--- src/hdl/source_blocklist_packet_filter_core_macros.svh ---
// Assertion macros used by the top level of the blocklist filter RTL.
`ifndef SOURCE_BLOCKLIST_PACKET_FILTER_CORE_MACROS_SVH
`define SOURCE_BLOCKLIST_PACKET_FILTER_CORE_MACROS_SVH
`ifndef ASSERT_OFF
`define SBF_ASSERT(lbl, prop, msg) \
    lbl: assert property (@(posedge clk) disable iff (!rst_n) (prop)) else $error(msg);
`define SBF_ASSERT_IMP(lbl, ante, cons, msg) \
    lbl: assert property (@(posedge clk) disable iff (!rst_n) (ante) |-> (cons)) \
        else $error(msg);
`define SBF_ASSERT_NXT(lbl, ante, cons, msg) \
    lbl: assert property (@(posedge clk) disable iff (!rst_n) (ante) |=> (cons)) \
        else $error(msg);
`else
`define SBF_ASSERT(lbl, prop, msg)
`define SBF_ASSERT_IMP(lbl, ante, cons, msg)
`define SBF_ASSERT_NXT(lbl, ante, cons, msg)
`endif
`endif

--- src/hdl/sbf_pkg.sv ---
// Types and constants shared by the blocklist filter modules.
package sbf_pkg;

    localparam int TABLE_DEPTH = 64;
    localparam int IDX_W       = (TABLE_DEPTH > 1) ? $clog2(TABLE_DEPTH) : 1;
    localparam int CNT_W       = $clog2(TABLE_DEPTH + 1);
    localparam int ADDR_W      = 32;
    localparam int PORT_W      = 16;
    localparam int PROTO_W     = 8;
    localparam int COUNT_W     = 64;
    localparam int ENTRIES_W   = 7;

    localparam logic [PORT_W-1:0]  API_PORT_RESET = 16'd8420;
    localparam logic [PROTO_W-1:0] PROTO_TCP      = 8'd6;
    localparam logic [PROTO_W-1:0] PROTO_UDP      = 8'd17;

    typedef enum logic [1:0] {
        OP_PACKET  = 2'd0,
        OP_BLOCK   = 2'd1,
        OP_UNBLOCK = 2'd2,
        OP_CLEAR   = 2'd3
    } sbf_op_t;

    typedef struct packed {
        sbf_op_t              cmd;
        logic [ADDR_W-1:0]    address;
        logic                 header_present;
        logic [PROTO_W-1:0]   ip_protocol;
        logic [PORT_W-1:0]    dest_port;
    } sbf_in_t;

    typedef struct packed {
        logic                 verdict;
        logic [COUNT_W-1:0]   total_count;
        logic [COUNT_W-1:0]   dropped_count;
        logic [COUNT_W-1:0]   tcp_count;
        logic [COUNT_W-1:0]   udp_count;
        logic [COUNT_W-1:0]   api_count;
        logic [ENTRIES_W-1:0] entries_used;
    } sbf_out_t;

    typedef struct packed {
        logic capture;
        logic commit;
    } sbf_cmd_t;

endpackage

--- src/hdl/sbf_ctrl.sv ---
// Controller state machine sequencing capture, compare and commit.
module sbf_ctrl (
    input  logic             clk,
    input  logic             rst_n,
    input  logic             in_valid,
    output logic             in_stall,
    output logic             out_valid,
    input  logic             out_stall,
    output sbf_pkg::sbf_cmd_t cmd
);
    import sbf_pkg::*;

    typedef enum logic [1:0] {
        S_IDLE,
        S_MATCH,
        S_APPLY
    } state_t;

    state_t state_reg;
    state_t state_next;
    logic   out_valid_reg;
    logic   out_valid_next;
    logic   commit;
    logic   capture;

    always_comb
    begin
        commit   = (state_reg == S_APPLY) && !(out_valid_reg && out_stall);
        in_stall = !((state_reg == S_IDLE) || commit);
        capture  = in_valid && !in_stall;

        state_next = state_reg;
        unique case (state_reg)
            S_IDLE:
            begin
                if (capture)
                begin
                    state_next = S_MATCH;
                end
            end
            S_MATCH:
            begin
                state_next = S_APPLY;
            end
            S_APPLY:
            begin
                if (commit)
                begin
                    state_next = capture ? S_MATCH : S_IDLE;
                end
            end
            default:
            begin
                state_next = S_IDLE;
            end
        endcase

        if (commit)
        begin
            out_valid_next = 1'b1;
        end
        else
        begin
            out_valid_next = out_valid_reg && out_stall;
        end
    end

    always_ff @(posedge clk or negedge rst_n)
    begin
        if (!rst_n)
        begin
            state_reg     <= S_IDLE;
            out_valid_reg <= 1'b0;
        end
        else
        begin
            state_reg     <= state_next;
            out_valid_reg <= out_valid_next;
        end
    end

    assign out_valid   = out_valid_reg;
    assign cmd.capture = capture;
    assign cmd.commit  = commit;

endmodule

--- config.mk ---
export PLATFORM = sky130hd
export DESIGN_NAME = sbf_ctrl
export DESIGN_NICKNAME = d
export VERILOG_FILES = /design/src/hdl/source_blocklist_packet_filter_core_macros.svh /design/src/hdl/sbf_pkg.sv /design/src/hdl/sbf_ctrl.sv
export SDC_FILE = /design/constraint.sdc
export NUM_CORES = 1
export LEC_CHECK = 0
export BUFFER_PORTS_ARGS = -buffer_cell sky130_fd_sc_hd__buf_2
export CAP_MARGIN = 30
export CORE_AREA = 2 2 39 41
export DETAILED_ROUTE_END_ITERATION = 6
export DIE_AREA = 0 0 41 43
export PLACE_DENSITY_LB_ADDON = 0.15
export SETUP_SLACK_MARGIN = 0.15
export SYNTH_ARGS = -nofsm -noshare
export SYNTH_HDL_FRONTEND = slang
export SYNTH_SLANG_ARGS = --single-unit
--- constraint.sdc ---
create_clock -name clk -period 3.2 [get_ports clk]
set_input_delay 0.96 -clock clk [delete_from_list [all_inputs] [get_ports clk]]
set_output_delay 0.96 -clock clk [all_outputs]
set_load 0.01 [all_outputs]
# After elaboration in Yosys (flattened, before gate mapping)

Index checks and enable logic that the tools add are counted.
Widths: inputs -> output; s select.

Register bits: 3
Input port bits: 4
Logic and storage cells: 19
Output and inout bits: 4

Equal/unequal tests: 4
Mux-type cells: 5
Reductions and logical operators: 8

Operators with widths:

| operator           | number |
|---|---|
| $pmux 2 s3         | 1 |
| $mux 2             | 2 |
| $ne 2x2->1 const B | 2 |
| $logic_and 1x1->1  | 3 |
| $eq 2x1->1 const B | 1 |
| $eq 2x2->1 const B | 1 |
| $logic_not 1->1    | 2 |
| $logic_not 2->1    | 1 |
| $mux 1             | 2 |
| $reduce_and 2->1   | 1 |
| $logic_or 1x1->1   | 1 |

# Depth between registers and ports, before layout

Depth in word-level cells: 8
Gate-level depth with buffers: 3
Gate-level depth less buffers: 2

# Worst setup path before layout

No wires, ideal clock.

Path type: input port to output port
Start point: input out_stall
End point: output cmd[1] (netlist bit)
Path buffers: 1
Required time: 2240 ps
Slack: 831 ps
Stages on the path: 3
Arrival: 1409 ps
Path through: a31o_1 -> nor2_1 -> buf_4

Word-level cells in the longest chain between the ends: 5

RTL lines:

| item              | line           | source |
|---|---|---|
| start, declared   | sbf_ctrl.sv:8  | `input logic out_stall,` |
| $logic_and 1x1->1 | sbf_ctrl.sv:28 | `commit = (state_reg == S_APPLY) && !(out_valid_reg && out_stall);` |
| $logic_not 1->1   | sbf_ctrl.sv:28 |  |
| $logic_and 1x1->1 | sbf_ctrl.sv:28 |  |
| $logic_or 1x1->1  | sbf_ctrl.sv:29 | `in_stall = !((state_reg == S_IDLE) \|\| commit);` |
| $logic_and 1x1->1 | sbf_ctrl.sv:30 | `capture = in_valid && !in_stall;` |
| end, declared     | sbf_ctrl.sv:9  | `output sbf_pkg::sbf_cmd_t cmd` |

Every way passes these cells.

==> impl_metrics.py <==
metrics = {
    "final_layout": {
        "syn2layout_area_growth_pct": 47.32,
        "largest_register_ffs": 2,
        "layout.cells.most_common_list": "buf_2 (7), clkbuf_4 (3), dfrtp_1 (3)",
        "antenna_cells": 0,
        "layout_cell_share_with_drive_strength_beyond_1_pct": 41.67,
        "final_core_util_pct": 14.92,
        "finish.net_count": 29,
        "layout.cells.most_common": "buf_2",
        "filler_cell_count": 159,
    },
    "synth": {
        "synthesis.yosys.warnings": 0,
        "synth.ff_latch_count": 3,
        "synth.net_count": 19,
        "synthDistinctLibCells": 9,
        "cell_types_with_the_largest_area_share_after_synthesis": "dfrtp_1 (54%), buf_4 (11%), nand2b_1 (8.9%)",
        "post-synth-top-area-cell": "dfrtp_1",
        "synth.top_cell.area_share_pct": 53.57,
        "seq_total_area_yosys_pct": 53.57,
        "avg_inst_size_synth_um2": 9.342,
        "mappedNetlistArea_um2": 140.1,
        "netlist_instances": 15,
    },
    "cts": {
        "clock-sinks": 3,
        "postCtsSetupBuffers": 0,
        "clk_root_buf": "clkbuf_4",
        "ctsResizeCount": 0,
        "cts_tree": "built",
        "clkSlewWorstSetupHoldPaths_ns": 0.04,
        "clock_latency_ns": 0.23,
        "htree_levels": 1,
        "cts-root-to-sink-buffers": 2,
        "cts_hold_repair.buffers": 0,
        "cts_made_buffers": 3,
    },
    "sta": {
        "final_layout_setup_total_negative_slack_ns": 0,
        "grt_setup_unrepaired": "no",
        "top_achievable_clock_speed_mhz": 399.9,
        "timing.clock.skew_ns": 0.001351,
        "report.final.setup_viol": 0,
        "hold_viol_final": 0,
        "post-route-min-period_ns": 2.500,
        "slew-limit-headroom_pct": 91.81,
        "worst_pin_slew_ns": 0.1228,
        "layout_worst_path_cycle_share_pct": 78.14,
        "maxSlewViolCount": 0,
    },
    "floorplan": {
        "num_io_pins": 8,
        "num_rows": 14,
        "design.die.area_um2": 1763,
        "dieHeight_um": 43,
        "floorplan.die.width_um": 41,
        "initial_core_util_pct": 10.13,
        "core_um2": 1384,
    },
    "pwr": {
        "pwr_density_cell_nw_per_um2": 663.5,
        "power.switching_mw": 0.03643,
        "p_comb_share_pct": 16.8,
        "cell_internal_pwr_mw": 0.1006,
        "total_power_mw": 0.1370,
        "power.share.switching_pct": 26.60,
        "total_leakage_power_nw": 0.1093,
        "clkPwrFrac_pct": 48.1,
        "vdd_ir_drop_max_v": 0.0002293,
        "seq_power_share_pct": 35.1,
    },
    "run": {
        "maxCapViolations": 0,
    },
    "global_routing": {
        "grt_start_max_net_pins": 5,
        "antenna_found_initial": 0,
        "grt_usage_pct": 4.935,
        "grt_pass1_vias": 117,
        "grt-ovfl-total": 0,
        "first_pass_grt_wire_length_um": 503,
    },
    "detailed_routing": {
        "route.final.wire_length_um": 323,
        "met3_wirelength_um": 47,
        "vias_per_cell": 3.100,
        "detail_route.wl_per_cell_um": 8.075,
        "routed-via-count": 124,
        "detailedRoute.firstPassIterationCount": 2,
        "maxUsedRoutingLayer": "met3",
        "postRouteAntennaNets": 0,
        "remaining_drc_errors": 0,
        "drt_iter0_drc": 2,
        "route.layer.met1.wl_um": 157,
        "dr_wl_met2_um": 118,
    },
    "placed_design": {
        "io_buffers": 7,
        "routabilityCongestion": 0.5555,
    },
    "critical_path": {
        "worstReg2RegStart": "out_valid",
        "timing.critical_path.slowest_cell_delay_ns": 0.23,
        "setup.reg_to_reg.worst_slack_ns": 2.39,
        "timing.critical_path.from_type": "primary input",
        "critical_path.startpoint": "out_stall",
        "crit_chain": "buf_2 -> a31o_1 -> nor2_1 -> buf_2",
        "crit_path_capture_type": "output port",
        "critPathMostFrequentCell": "buf_2",
        "capture_point_of_the_worst_reg_to_reg_path": "state_reg[0]",
        "crit_type": "primary input to output port",
        "required_time_of_the_critical_path_ns": 2.24,
        "cp-endpoint": "cmd[1]",
        "critical_path_arrival_ns": 1.54,
        "critPathSlowestCell": "a31o_1",
        "worst-path-max-fanout": 3,
        "worstRegToRegCells": 2,
    },
    "run_status": {
        "result_of_the_run": "complete, no violations",
    },
    "worst_hold_path": {
        "hp-class": "primary input to asynchronous set/reset pin",
    },
}
==> cells by family (layout without fill, tap and decap cells) <==
logic type,after synthesis,after routing,share of synthesized area [%]
AND/OR/NAND/NOR,6,6,19.65
buffers and inverters,3,12,13.39
AO/OA/AOI/OAI,3,3,13.39
flip-flops,3,3,53.57
==> Yosys cell counts <==
cell type and number:
dfrtp_1 3, nand2_1 2, nand2b_1 2, nor2_1 2
inv_1 1, a31o_1 1, buf_4 2, a21oi_1 1
o21ai_1 1
==> power groups by stage <==
stage	registers [mW]	logic, mW	clock network [mW]
after global routing	0.0487	0.0262	0.0733
final	0.0481	0.0230	0.0659
after CTS	0.0480	0.0235	0.0697
after floorplan	0.0487	0.0150	0
after global placement	0.0484	0.0230	0
after detailed placement	0.0483	0.0232	0
==> how the worst min path moves through the flow <==
stage,end,slack (ns),cells after the start
after CTS,state_reg[1],0.51,1
after detailed placement,state_reg[1],0.52,2
after global placement,state_reg[1],0.52,2
after global routing,state_reg[0],0.51,1
after floorplan,state_reg[1],0.48,2
final,state_reg[1],0.52,1
==> area by class of cell <==
cell class | instances | area (um^2) | share of cell area [%]
Tap cell | 16 | 20.02 | 9.697
Timing Repair Buffer | 7 | 35.03 | 16.97
Inverter | 1 | 3.754 | 1.818
Multi-Input combinational cell | 9 | 46.29 | 22.42
Clock buffer | 4 | 26.28 | 12.73
Sequential cell | 3 | 75.07 | 36.36
==> worst max-delay path: cells and delay by family <==
family	cells	cell delay, ns
AOI/OAI and AO/OA	1	0.23
buffers and inverters	2	0.24
and+or+nand+nor	1	0.10
==> per-stage QoR <==
stage	setup WS, ns	std cells	hold WS [ns]	area (um^2)
5_1_grt	0.6526	40	0.5078	206.4
2_1_floorplan	0.8311	15	0.4763	140.1
3_5_place_dp	0.7017	36	0.5199	180.2
3_3_place_gp	0.7304	36	0.5196	180.2
6_report	0.6997	40	0.5179	206.4
4_1_cts	0.7014	40	0.5100	206.4
==> layer usage <==
metal  vias to the layer above  GRT usage, %
li1                         67             -
met1                        50         5.844
met2                         7         5.000
met3                         0         6.283
met4                         0         2.000
met5                         -             0
No activity file was read; power rests on OpenSTA's default activity.
