===== src/hdl/source_blocklist_packet_filter_core_macros.svh =====
// Assertion macros used by the top level of the blocklist filter RTL.
`ifndef SOURCE_BLOCKLIST_PACKET_FILTER_CORE_MACROS_SVH
`define SOURCE_BLOCKLIST_PACKET_FILTER_CORE_MACROS_SVH
`ifndef ASSERT_OFF
`define SBF_ASSERT(lbl, prop, msg) \
    lbl: assert property (@(posedge clk) disable iff (!rst_n) (prop)) else $error(msg);
`define SBF_ASSERT_IMP(lbl, ante, cons, msg) \
    lbl: assert property (@(posedge clk) disable iff (!rst_n) (ante) |-> (cons)) \
        else $error(msg);
`define SBF_ASSERT_NXT(lbl, ante, cons, msg) \
    lbl: assert property (@(posedge clk) disable iff (!rst_n) (ante) |=> (cons)) \
        else $error(msg);
`else
`define SBF_ASSERT(lbl, prop, msg)
`define SBF_ASSERT_IMP(lbl, ante, cons, msg)
`define SBF_ASSERT_NXT(lbl, ante, cons, msg)
`endif
`endif


===== src/hdl/sbf_pkg.sv =====
// Types and constants shared by the blocklist filter modules.
package sbf_pkg;

    localparam int TABLE_DEPTH = 64;
    localparam int IDX_W       = (TABLE_DEPTH > 1) ? $clog2(TABLE_DEPTH) : 1;
    localparam int CNT_W       = $clog2(TABLE_DEPTH + 1);
    localparam int ADDR_W      = 32;
    localparam int PORT_W      = 16;
    localparam int PROTO_W     = 8;
    localparam int COUNT_W     = 64;
    localparam int ENTRIES_W   = 7;

    localparam logic [PORT_W-1:0]  API_PORT_RESET = 16'd8420;
    localparam logic [PROTO_W-1:0] PROTO_TCP      = 8'd6;
    localparam logic [PROTO_W-1:0] PROTO_UDP      = 8'd17;

    typedef enum logic [1:0] {
        OP_PACKET  = 2'd0,
        OP_BLOCK   = 2'd1,
        OP_UNBLOCK = 2'd2,
        OP_CLEAR   = 2'd3
    } sbf_op_t;

    typedef struct packed {
        sbf_op_t              cmd;
        logic [ADDR_W-1:0]    address;
        logic                 header_present;
        logic [PROTO_W-1:0]   ip_protocol;
        logic [PORT_W-1:0]    dest_port;
    } sbf_in_t;

    typedef struct packed {
        logic                 verdict;
        logic [COUNT_W-1:0]   total_count;
        logic [COUNT_W-1:0]   dropped_count;
        logic [COUNT_W-1:0]   tcp_count;
        logic [COUNT_W-1:0]   udp_count;
        logic [COUNT_W-1:0]   api_count;
        logic [ENTRIES_W-1:0] entries_used;
    } sbf_out_t;

    typedef struct packed {
        logic capture;
        logic commit;
    } sbf_cmd_t;

endpackage


===== src/hdl/sbf_datapath.sv =====
// Datapath holding the address table, the counters and the result register.
module sbf_datapath (
    input  logic                          clk,
    input  logic                          rst_n,
    input  sbf_pkg::sbf_cmd_t             cmd,
    input  sbf_pkg::sbf_in_t              in_item,
    input  logic                          cfg_we,
    input  logic [sbf_pkg::PORT_W-1:0]    cfg_wdata,
    output sbf_pkg::sbf_out_t             out_item
);
    import sbf_pkg::*;

    logic [ADDR_W-1:0]      block_mem [TABLE_DEPTH];
    logic [TABLE_DEPTH-1:0] match_reg;
    logic [ADDR_W-1:0]      last_reg;
    sbf_in_t                item_reg;
    sbf_out_t               out_reg;
    sbf_out_t               out_next;
    logic [PORT_W-1:0]      api_port_reg;

    logic [CNT_W-1:0]   count_reg;
    logic [CNT_W-1:0]   count_next;
    logic [COUNT_W-1:0] total_reg;
    logic [COUNT_W-1:0] total_next;
    logic [COUNT_W-1:0] dropped_reg;
    logic [COUNT_W-1:0] dropped_next;
    logic [COUNT_W-1:0] tcp_reg;
    logic [COUNT_W-1:0] tcp_next;
    logic [COUNT_W-1:0] udp_reg;
    logic [COUNT_W-1:0] udp_next;
    logic [COUNT_W-1:0] api_reg;
    logic [COUNT_W-1:0] api_next;

    logic              hit;
    logic              verdict;
    logic [IDX_W-1:0]  slot;
    logic [IDX_W-1:0]  last_idx;
    logic              wr_en;
    logic [IDX_W-1:0]  wr_idx;
    logic [ADDR_W-1:0] wr_data;

    // Live entries are unique, so at most one bit of the match vector is set.
    function automatic logic [IDX_W-1:0] encode_slot(input logic [TABLE_DEPTH-1:0] vec);
        logic [IDX_W-1:0] idx;
        idx = '0;
        for (int i = 0; i < TABLE_DEPTH; i++)
        begin
            if (vec[i])
            begin
                idx = idx | IDX_W'(i);
            end
        end
        return idx;
    endfunction

    assign last_idx = IDX_W'(count_reg - CNT_W'(1));

    always_comb
    begin
        hit          = |match_reg;
        slot         = encode_slot(match_reg);
        verdict      = 1'b0;
        wr_en        = 1'b0;
        wr_idx       = slot;
        wr_data      = last_reg;
        count_next   = count_reg;
        total_next   = total_reg;
        dropped_next = dropped_reg;
        tcp_next     = tcp_reg;
        udp_next     = udp_reg;
        api_next     = api_reg;

        unique case (item_reg.cmd)
            OP_PACKET:
            begin
                if (item_reg.header_present)
                begin
                    total_next = total_reg + COUNT_W'(1);
                    if (hit)
                    begin
                        dropped_next = dropped_reg + COUNT_W'(1);
                        verdict      = 1'b1;
                    end
                    else if (item_reg.ip_protocol == PROTO_TCP)
                    begin
                        tcp_next = tcp_reg + COUNT_W'(1);
                        if (item_reg.dest_port == api_port_reg)
                        begin
                            api_next = api_reg + COUNT_W'(1);
                        end
                    end
                    else if (item_reg.ip_protocol == PROTO_UDP)
                    begin
                        udp_next = udp_reg + COUNT_W'(1);
                    end
                end
            end
            OP_BLOCK:
            begin
                if ((count_reg < CNT_W'(TABLE_DEPTH)) && !hit)
                begin
                    wr_en      = cmd.commit;
                    wr_idx     = IDX_W'(count_reg);
                    wr_data    = item_reg.address;
                    count_next = count_reg + CNT_W'(1);
                end
            end
            OP_UNBLOCK:
            begin
                if (hit)
                begin
                    wr_en      = cmd.commit;
                    wr_idx     = slot;
                    wr_data    = last_reg;
                    count_next = count_reg - CNT_W'(1);
                end
            end
            OP_CLEAR:
            begin
                total_next   = '0;
                dropped_next = '0;
                tcp_next     = '0;
                udp_next     = '0;
                api_next     = '0;
            end
        endcase

        out_next.verdict       = verdict;
        out_next.total_count   = total_next;
        out_next.dropped_count = dropped_next;
        out_next.tcp_count     = tcp_next;
        out_next.udp_count     = udp_next;
        out_next.api_count     = api_next;
        out_next.entries_used  = ENTRIES_W'(count_next);
    end

    always_ff @(posedge clk)
    begin
        if (cmd.capture)
        begin
            item_reg <= in_item;
        end
        for (int i = 0; i < TABLE_DEPTH; i++)
        begin
            match_reg[i] <= (block_mem[i] == item_reg.address) && (CNT_W'(i) < count_reg);
        end
        last_reg <= block_mem[last_idx];
        if (wr_en)
        begin
            block_mem[wr_idx] <= wr_data;
        end
        if (cmd.commit)
        begin
            out_reg <= out_next;
        end
    end

    always_ff @(posedge clk or negedge rst_n)
    begin
        if (!rst_n)
        begin
            api_port_reg <= API_PORT_RESET;
            count_reg    <= '0;
            total_reg    <= '0;
            dropped_reg  <= '0;
            tcp_reg      <= '0;
            udp_reg      <= '0;
            api_reg      <= '0;
        end
        else
        begin
            if (cfg_we)
            begin
                api_port_reg <= cfg_wdata;
            end
            if (cmd.commit)
            begin
                count_reg   <= count_next;
                total_reg   <= total_next;
                dropped_reg <= dropped_next;
                tcp_reg     <= tcp_next;
                udp_reg     <= udp_next;
                api_reg     <= api_next;
            end
        end
    end

    assign out_item = out_reg;

endmodule


===== config.mk =====
export PLATFORM = sky130hd
export DESIGN_NAME = sbf_datapath
export DESIGN_NICKNAME = d
export VERILOG_FILES = /design/src/hdl/source_blocklist_packet_filter_core_macros.svh /design/src/hdl/sbf_pkg.sv /design/src/hdl/sbf_datapath.sv
export SDC_FILE = /design/constraint.sdc
export NUM_CORES = 2
export LEC_CHECK = 0
export BUFFER_PORTS_ARGS = -buffer_cell sky130_fd_sc_hd__buf_4
export CORE_UTILIZATION = 60
export CTS_CLUSTER_SIZE = 14
export DETAILED_ROUTE_END_ITERATION = 6
export PLACE_DENSITY_LB_ADDON = 0.25
export SLEW_MARGIN = 25
export SYNTH_ARGS = -nofsm -noshare
export SYNTH_HDL_FRONTEND = slang
export SYNTH_SLANG_ARGS = --single-unit
export TNS_END_PERCENT = 1

===== constraint.sdc =====
create_clock -name clk -period 6.9 [get_ports clk]
set_clock_uncertainty 0.05 [all_clocks]
set_input_delay 2.07 -clock clk [delete_from_list [all_inputs] [get_ports clk]]
set_output_delay 2.07 -clock clk [all_outputs]
set_load 0.02 [all_outputs]

# Yosys cells after proc, flatten, opt, wreduce, memory -nomap -nowiden
# Memories as Yosys holds them, arrays and structs flattened. A register that Yosys moved wholly into a read port is not among the register bits.
# Cells that the tools add are included.
dict set report word_totals {
  regBits 794
  mem_bits_rw 2048
  rom_bits 0
  input_bits 80
  memories 1
  latch_bits 0
}
dict set report classes {
  n_eq_ne 70
  n_mul 0
  div_mod_pow 0
  n_bitwise 0
  n_reduce_logical 68
  magnitude_cmp 65
  n_mux 137
  n_shift 0
  add_sub_neg 7
}
# name words word_bits read_ports rd_clocked_by_memory_dff wr line
set mem_list {}
lappend mem_list {block_mem 64 32 65 1 1 sbf_datapath.sv:13} ;# logic [ADDR_W-1:0] block_mem [TABLE_DEPTH];
# op count
set op_table {}
lappend op_table {{2-to-1 mux 64 bit} 44}
lappend op_table {{equality test 32 bit} 64}
lappend op_table {{case mux 64 bit (2 select lines)} 5}
lappend op_table {{adder 64 x 1 -> 64 bit (second input constant)} 5}
lappend op_table {{less-than comparator 6 x 7 -> 1 bit (first input constant)} 32}
lappend op_table {{2-to-1 mux 6 bit} 35}
lappend op_table {{less-than comparator 5 x 7 -> 1 bit (first input constant)} 16}
lappend op_table {{2-to-1 mux 32 bit} 3}
lappend op_table {{2-to-1 mux 5 bit} 16}
lappend op_table {{logical AND 1 bit} 65}
lappend op_table {{case mux 32 bit (2 select lines)} 1}
lappend op_table {{OR reduction 64 bit} 1}
lappend op_table {{less-than comparator 4 x 7 -> 1 bit (first input constant)} 8}
lappend op_table {{2-to-1 mux 4 bit} 8}
lappend op_table {{less-than comparator 3 x 7 -> 1 bit (first input constant)} 4}
lappend op_table {{2-to-1 mux 7 bit} 4}
lappend op_table {{equality test 16 bit} 1}
lappend op_table {{less-than comparator 1 x 7 -> 1 bit (first input constant)} 2}
lappend op_table {{less-than comparator 2 x 7 -> 1 bit (first input constant)} 2}
lappend op_table {{case mux 7 bit (2 select lines)} 1}
lappend op_table {{2-to-1 mux 1 bit} 12}
lappend op_table {{2-to-1 mux 3 bit} 4}
lappend op_table {{case mux 6 bit (2 select lines)} 1}
lappend op_table {{equality test 8 x 3 -> 1 bit (second input constant)} 1}
lappend op_table {{other kinds (10)} 12}

# Longest topological paths before layout
dict set report depth {
  depth_word 66
  ltp_mapped 13
  mapped_depth_nobuf 8
}

# Worst setup path after synthesis
# OpenSTA, ideal clock, no wires.
dict set report synth_timing {
  path_type {in2reg}
  from {input port cmd[0] (netlist name)}
  to {memory block_mem[16][0] (enable)}
  slack_ps 1246
  cell_stages 5
  t_required_ps 6389
  t_arrival_ps 5142
  setup_time_ps 461
  cell_sequence {and2_0 clkbuf_1 o2111ai_1 buf_2 nor3_1}
}
dict set report synth_between {
  elab_chain_cells 5
  elab_cells_between_ends 7
  cone_classes {mux: 7}
}
# element line
set synth_rtl {}
lappend synth_rtl {{from (decl)} sbf_datapath.sv:5} ;# input sbf_pkg::sbf_cmd_t cmd,
lappend synth_rtl {{2-to-1 mux 1 bit (on tied branches)} {sbf_datapath.sv:110, sbf_datapath.sv:100}}
lappend synth_rtl {{2-to-1 mux 1 bit} sbf_datapath.sv:73} ;# unique case (item_reg.cmd)
lappend synth_rtl {{case mux 1 bit (2 select lines) (*)} sbf_datapath.sv:73}
lappend synth_rtl {{2-to-1 mux 1 bit (*)} sbf_datapath.sv:148} ;# if (wr_en)
lappend synth_rtl {{2-to-1 mux 1 bit (not written as such) (*)} sbf_datapath.sv:150} ;# block_mem[wr_idx] <= wr_data;
lappend synth_rtl {{to (decl)} sbf_datapath.sv:13}
# Every way passes the cells marked *; elsewhere a longest branch is shown, timed or not. The select of a mux whose other input is x is not followed.

# Worst setup path after layout
dict set report layout_timing {
  from {register match_reg[10]}
  to {memory block_mem[57][12] (enable)}
}
dict set report layout_between {
  elab_chain_cells 57
  elab_cells_between_ends 68
  cone_classes {mux: 65; reduce/logical: 3}
}
# element line
set layout_rtl {}
lappend layout_rtl {{from (decl)} sbf_datapath.sv:14} ;# logic [TABLE_DEPTH-1:0] match_reg;
lappend layout_rtl {{from (signal, indexed assignment)} sbf_datapath.sv:145} ;# match_reg[i] <= (block_mem[i] == item_reg.address) && (CNT_W'(i) < count_reg);
lappend layout_rtl {{2-to-1 mux 4 bit (6 in a row)} sbf_datapath.sv:48} ;# if (vec[i])
lappend layout_rtl {{2-to-1 mux 5 bit (16 in a row)} sbf_datapath.sv:48}
lappend layout_rtl {{2-to-1 mux 6 bit (32 in a row)} sbf_datapath.sv:48}
lappend layout_rtl {{2-to-1 mux 6 bit} sbf_datapath.sv:100} ;# if ((count_reg < CNT_W'(TABLE_DEPTH)) && !hit)
lappend layout_rtl {{2-to-1 mux 6 bit} sbf_datapath.sv:73}
lappend layout_rtl {{case mux 6 bit (2 select lines)} sbf_datapath.sv:73}
# Parallel ways exist; a longest one is shown, timed or not. The select of a mux whose other input is x is not followed.

==> results.ini <==
[power_and_ir_drop]
p_leak_uw=0.05488
p_clk_share_pct=30.6
peakVddDrop_mv=0.4398
p_seq_share_pct=39.6
power_density_nw_per_um2=346.0
power_uw=56100
pwr-share-comb_pct=29.9
power.internal_uw=36240
switching_share_pct=35.39
p_switching_uw=19850

[die]
core_area_um2=237900
pin_count=408
initial_core_util_pct=60.35
die_w_um=491.1
fp.dieArea_um2=241200
rows=179
dieHeight_um=491.1

[timing]
post-route-period-util_pct=77.58
worst-slew-pin-transition_ns=1.292
rsz0062_at_grt=no
finalSetupTns_ns=0
fmax_ghz=0.1868
slew_headroom_pct=13.22
hold_violations=0
slew_violations=0
finalSetupViolCount=0
fin_crit_ns=5.353

[grt]
grt_use_total_pct=45.67
grt_max_degree=185
grt_pass1_vias=97930
grt_pass1_wl_um=768300
antenna_found_initial=73
overflow=0

[cts]
cts.sinks=2874
insertion_delay_ns=0.98
clk_pin_slew_ns=0.06
cts.htree.levels=5
cts_buffers=318
clock_path_buffers=4
ctsHoldBuffers=0
cts_tree=done
ctsResizeCount=0
clockRootBuffer=clkbuf_16
post_cts_buffers=0

[layout]
fin_util_pct=68.16
final_cells=14100
final_common_cell=edfxtp_1
syn_to_final_growth_pct=12.94
layout-drive-gt1-share_pct=18.91
largest_reg_flops=2048
fin_nets=10750
fill_cells=16270
final_area_um2=162100
final_cell_mix=2,435 x edfxtp_1, 1,462 x xor2_1, 823 x xnor2_1
top_register=block_mem

[drt]
drtPass1Iterations=7
avgRoutedWirePerCell_um=39.42
drt-initial-drc-count=19520
drt_wl_total_um=555900
num_vias=103600
drc_errors=438
viasPerCell=7.344
antenna_left=0

[critical_path]
crit_fanout=33
crit_arrival_ns=5.94
path_class=flop to flop
cp-start-kind=flop
worstSetupEndpointType=flop
critPathRequiredTime_ns=7.49

[placed_design]
gp_congestion=1.056
dp.cells=13490
detailed_place.area_um2=151300
portBuffers=407
hpwl_um=365600

[synthesis]
ys_ff_latch=2874
syn_area_per_cell_um2=13.85
yosysSeqAreaShare_pct=58.26
yosysUniqueCellTypes=93
syn-num-nets=10460
synth_area_um2=143500
yosysWarnings=0
synth_cells=10370
synth_ff_type=edfxtp_1
synth_edf_count=2435
ys_async_sr_fraction_pct=11.93

[run_status]
status=finished, violations left
violations=DRC

[job]
maxCapViolations=0

[worst_hold_path]
hp-class=flop to flop

==> per-layer routing <==
layer	track usage, %	part of all wire [%]	vias to the layer above	wire (um)
met4	33.40	9.2	54	51010
met1	57.86	33	51240	184100
met3	15.78	15	2310	84880
li1	-	-	40370	-
met2	65.38	42	9610	235500
met5	0.1587	0.068	-	380
==> critical path: stages (launching register included) <==
cell and delay [ns]:
dfxtp_1 0.35, nor4_1 0.83, nand4_1 0.93, nor4_4 0.50
nand2_2 0.07, buf_4 0.39, a31oi_2 0.97, buf_4 0.47
nor3_2 0.08, buf_4 0.31
==> cell usage after synthesis (11+ instances only) <==
| library cell | count | share of area (%) |
|---|---|---|
| edfxtp_1 | 2435 | 51 |
| xor2_1 | 1462 | 8.9 |
| xnor2_1 | 825 | 5.0 |
| mux4_2 | 640 | 10 |
| nor4_1 | 528 | 2.3 |
| clkbuf_1 | 523 | 1.4 |
| nor2_1 | 494 | 1.3 |
| nand2_1 | 430 | 1.1 |
| nand4_1 | 373 | 1.6 |
| dfrtp_1 | 338 | 5.9 |
| nand3_1 | 317 | 1.1 |
| o21ai_0 | 198 | 0.69 |
| nor3_1 | 189 | 0.66 |
| buf_1 | 138 | 0.36 |
| a21oi_1 | 102 | 0.36 |
| or3_1 | 97 | 0.42 |
| dfxtp_1 | 96 | 1.3 |
| or4_1 | 87 | 0.45 |
| and3_1 | 73 | 0.32 |
| a22oi_1 | 72 | 0.38 |
| o211ai_1 | 72 | 0.38 |
| inv_1 | 69 | 0.18 |
| mux2_2 | 64 | 0.50 |
| a21o_1 | 63 | 0.33 |
| buf_2 | 53 | 0.18 |
| o31ai_1 | 52 | 0.27 |
| a22o_1 | 49 | 0.30 |
| o311ai_0 | 44 | 0.27 |
| o2111ai_1 | 41 | 0.25 |
| and2_1 | 35 | 0.15 |
| a31oi_1 | 32 | 0.14 |
| nor3b_1 | 27 | 0.14 |
| nor4_2 | 27 | 0.24 |
| and4_1 | 23 | 0.14 |
| nand2b_1 | 23 | 0.10 |
| a211o_1 | 22 | 0.13 |
| a211oi_1 | 21 | 0.11 |
| nor2b_1 | 17 | 0.074 |
| a2111oi_0 | 15 | 0.092 |
| or2_2 | 13 | 0.057 |
| a221o_1 | 11 | 0.077 |
| ha_1 | 11 | 0.096 |
==> power by group through the flow <==
stage	Clock (uW)	Combinational, uW	Sequential [uW]
after floorplan	0	7770	22400
after global placement	0	15300	22500
after detailed placement	0	15500	22500
after CTS	17100	15600	22200
after global routing	17700	16300	22300
final	17100	16700	22200
==> per-stage QoR <==
stage                     setup WS [ns]  hold WS [ns]
after floorplan                   1.246        0.4171
after global placement            1.662        0.4307
after detailed placement          1.612        0.4418
after CTS                         1.986        0.4489
after global routing              1.620        0.4760
final                             1.547        0.4561
==> logic make-up (layout without fill, tap and decap cells) <==
group	count (synthesis)	in the layout	synth area share, %
XOR/XNOR	2287	2287	13.95
AND/OR/NAND/NOR	2804	2804	10.56
buffers and inverters	794	1322	2.136
AO/OA/AOI/OAI	885	885	4.382
multiplexers	713	713	10.61
flip-flops	2874	2874	58.26
other	0	41	0
adder cells (fa/ha/maj)	11	11	0.09588
==> layout make-up <==
cell class | instances | area [um^2] | area share (%)
Inverter | 70 | 267.8 | 0.1652
Timing Repair Buffer | 697 | 6108 | 3.768
Antenna cell | 41 | 102.6 | 0.06328
Tap cell | 3167 | 3963 | 2.444
Clock inverter | 147 | 1536 | 0.9477
Sequential cell | 2874 | 83640 | 51.59
Clock buffer | 408 | 8701 | 5.367
Multi-Input combinational cell | 6700 | 57810 | 35.66
==> worst paths after layout <==
check	start	depth (start not counted)	endpoint	slack [ns]
max	match_reg[10]	9	block_mem[57][12]	1.55
min	udp_reg[63]	1	udp_reg[63]	0.46
max reg2reg	match_reg[10]	9	block_mem[57][12]	1.55
min reg2reg	udp_reg[63]	1	udp_reg[63]	0.46
max in group asynchronous	rst_n	2	count_reg[0]	4.36
min in group asynchronous	rst_n	1	api_reg[53]	1.06
Note: power is estimated with default switching activity, not from simulation.
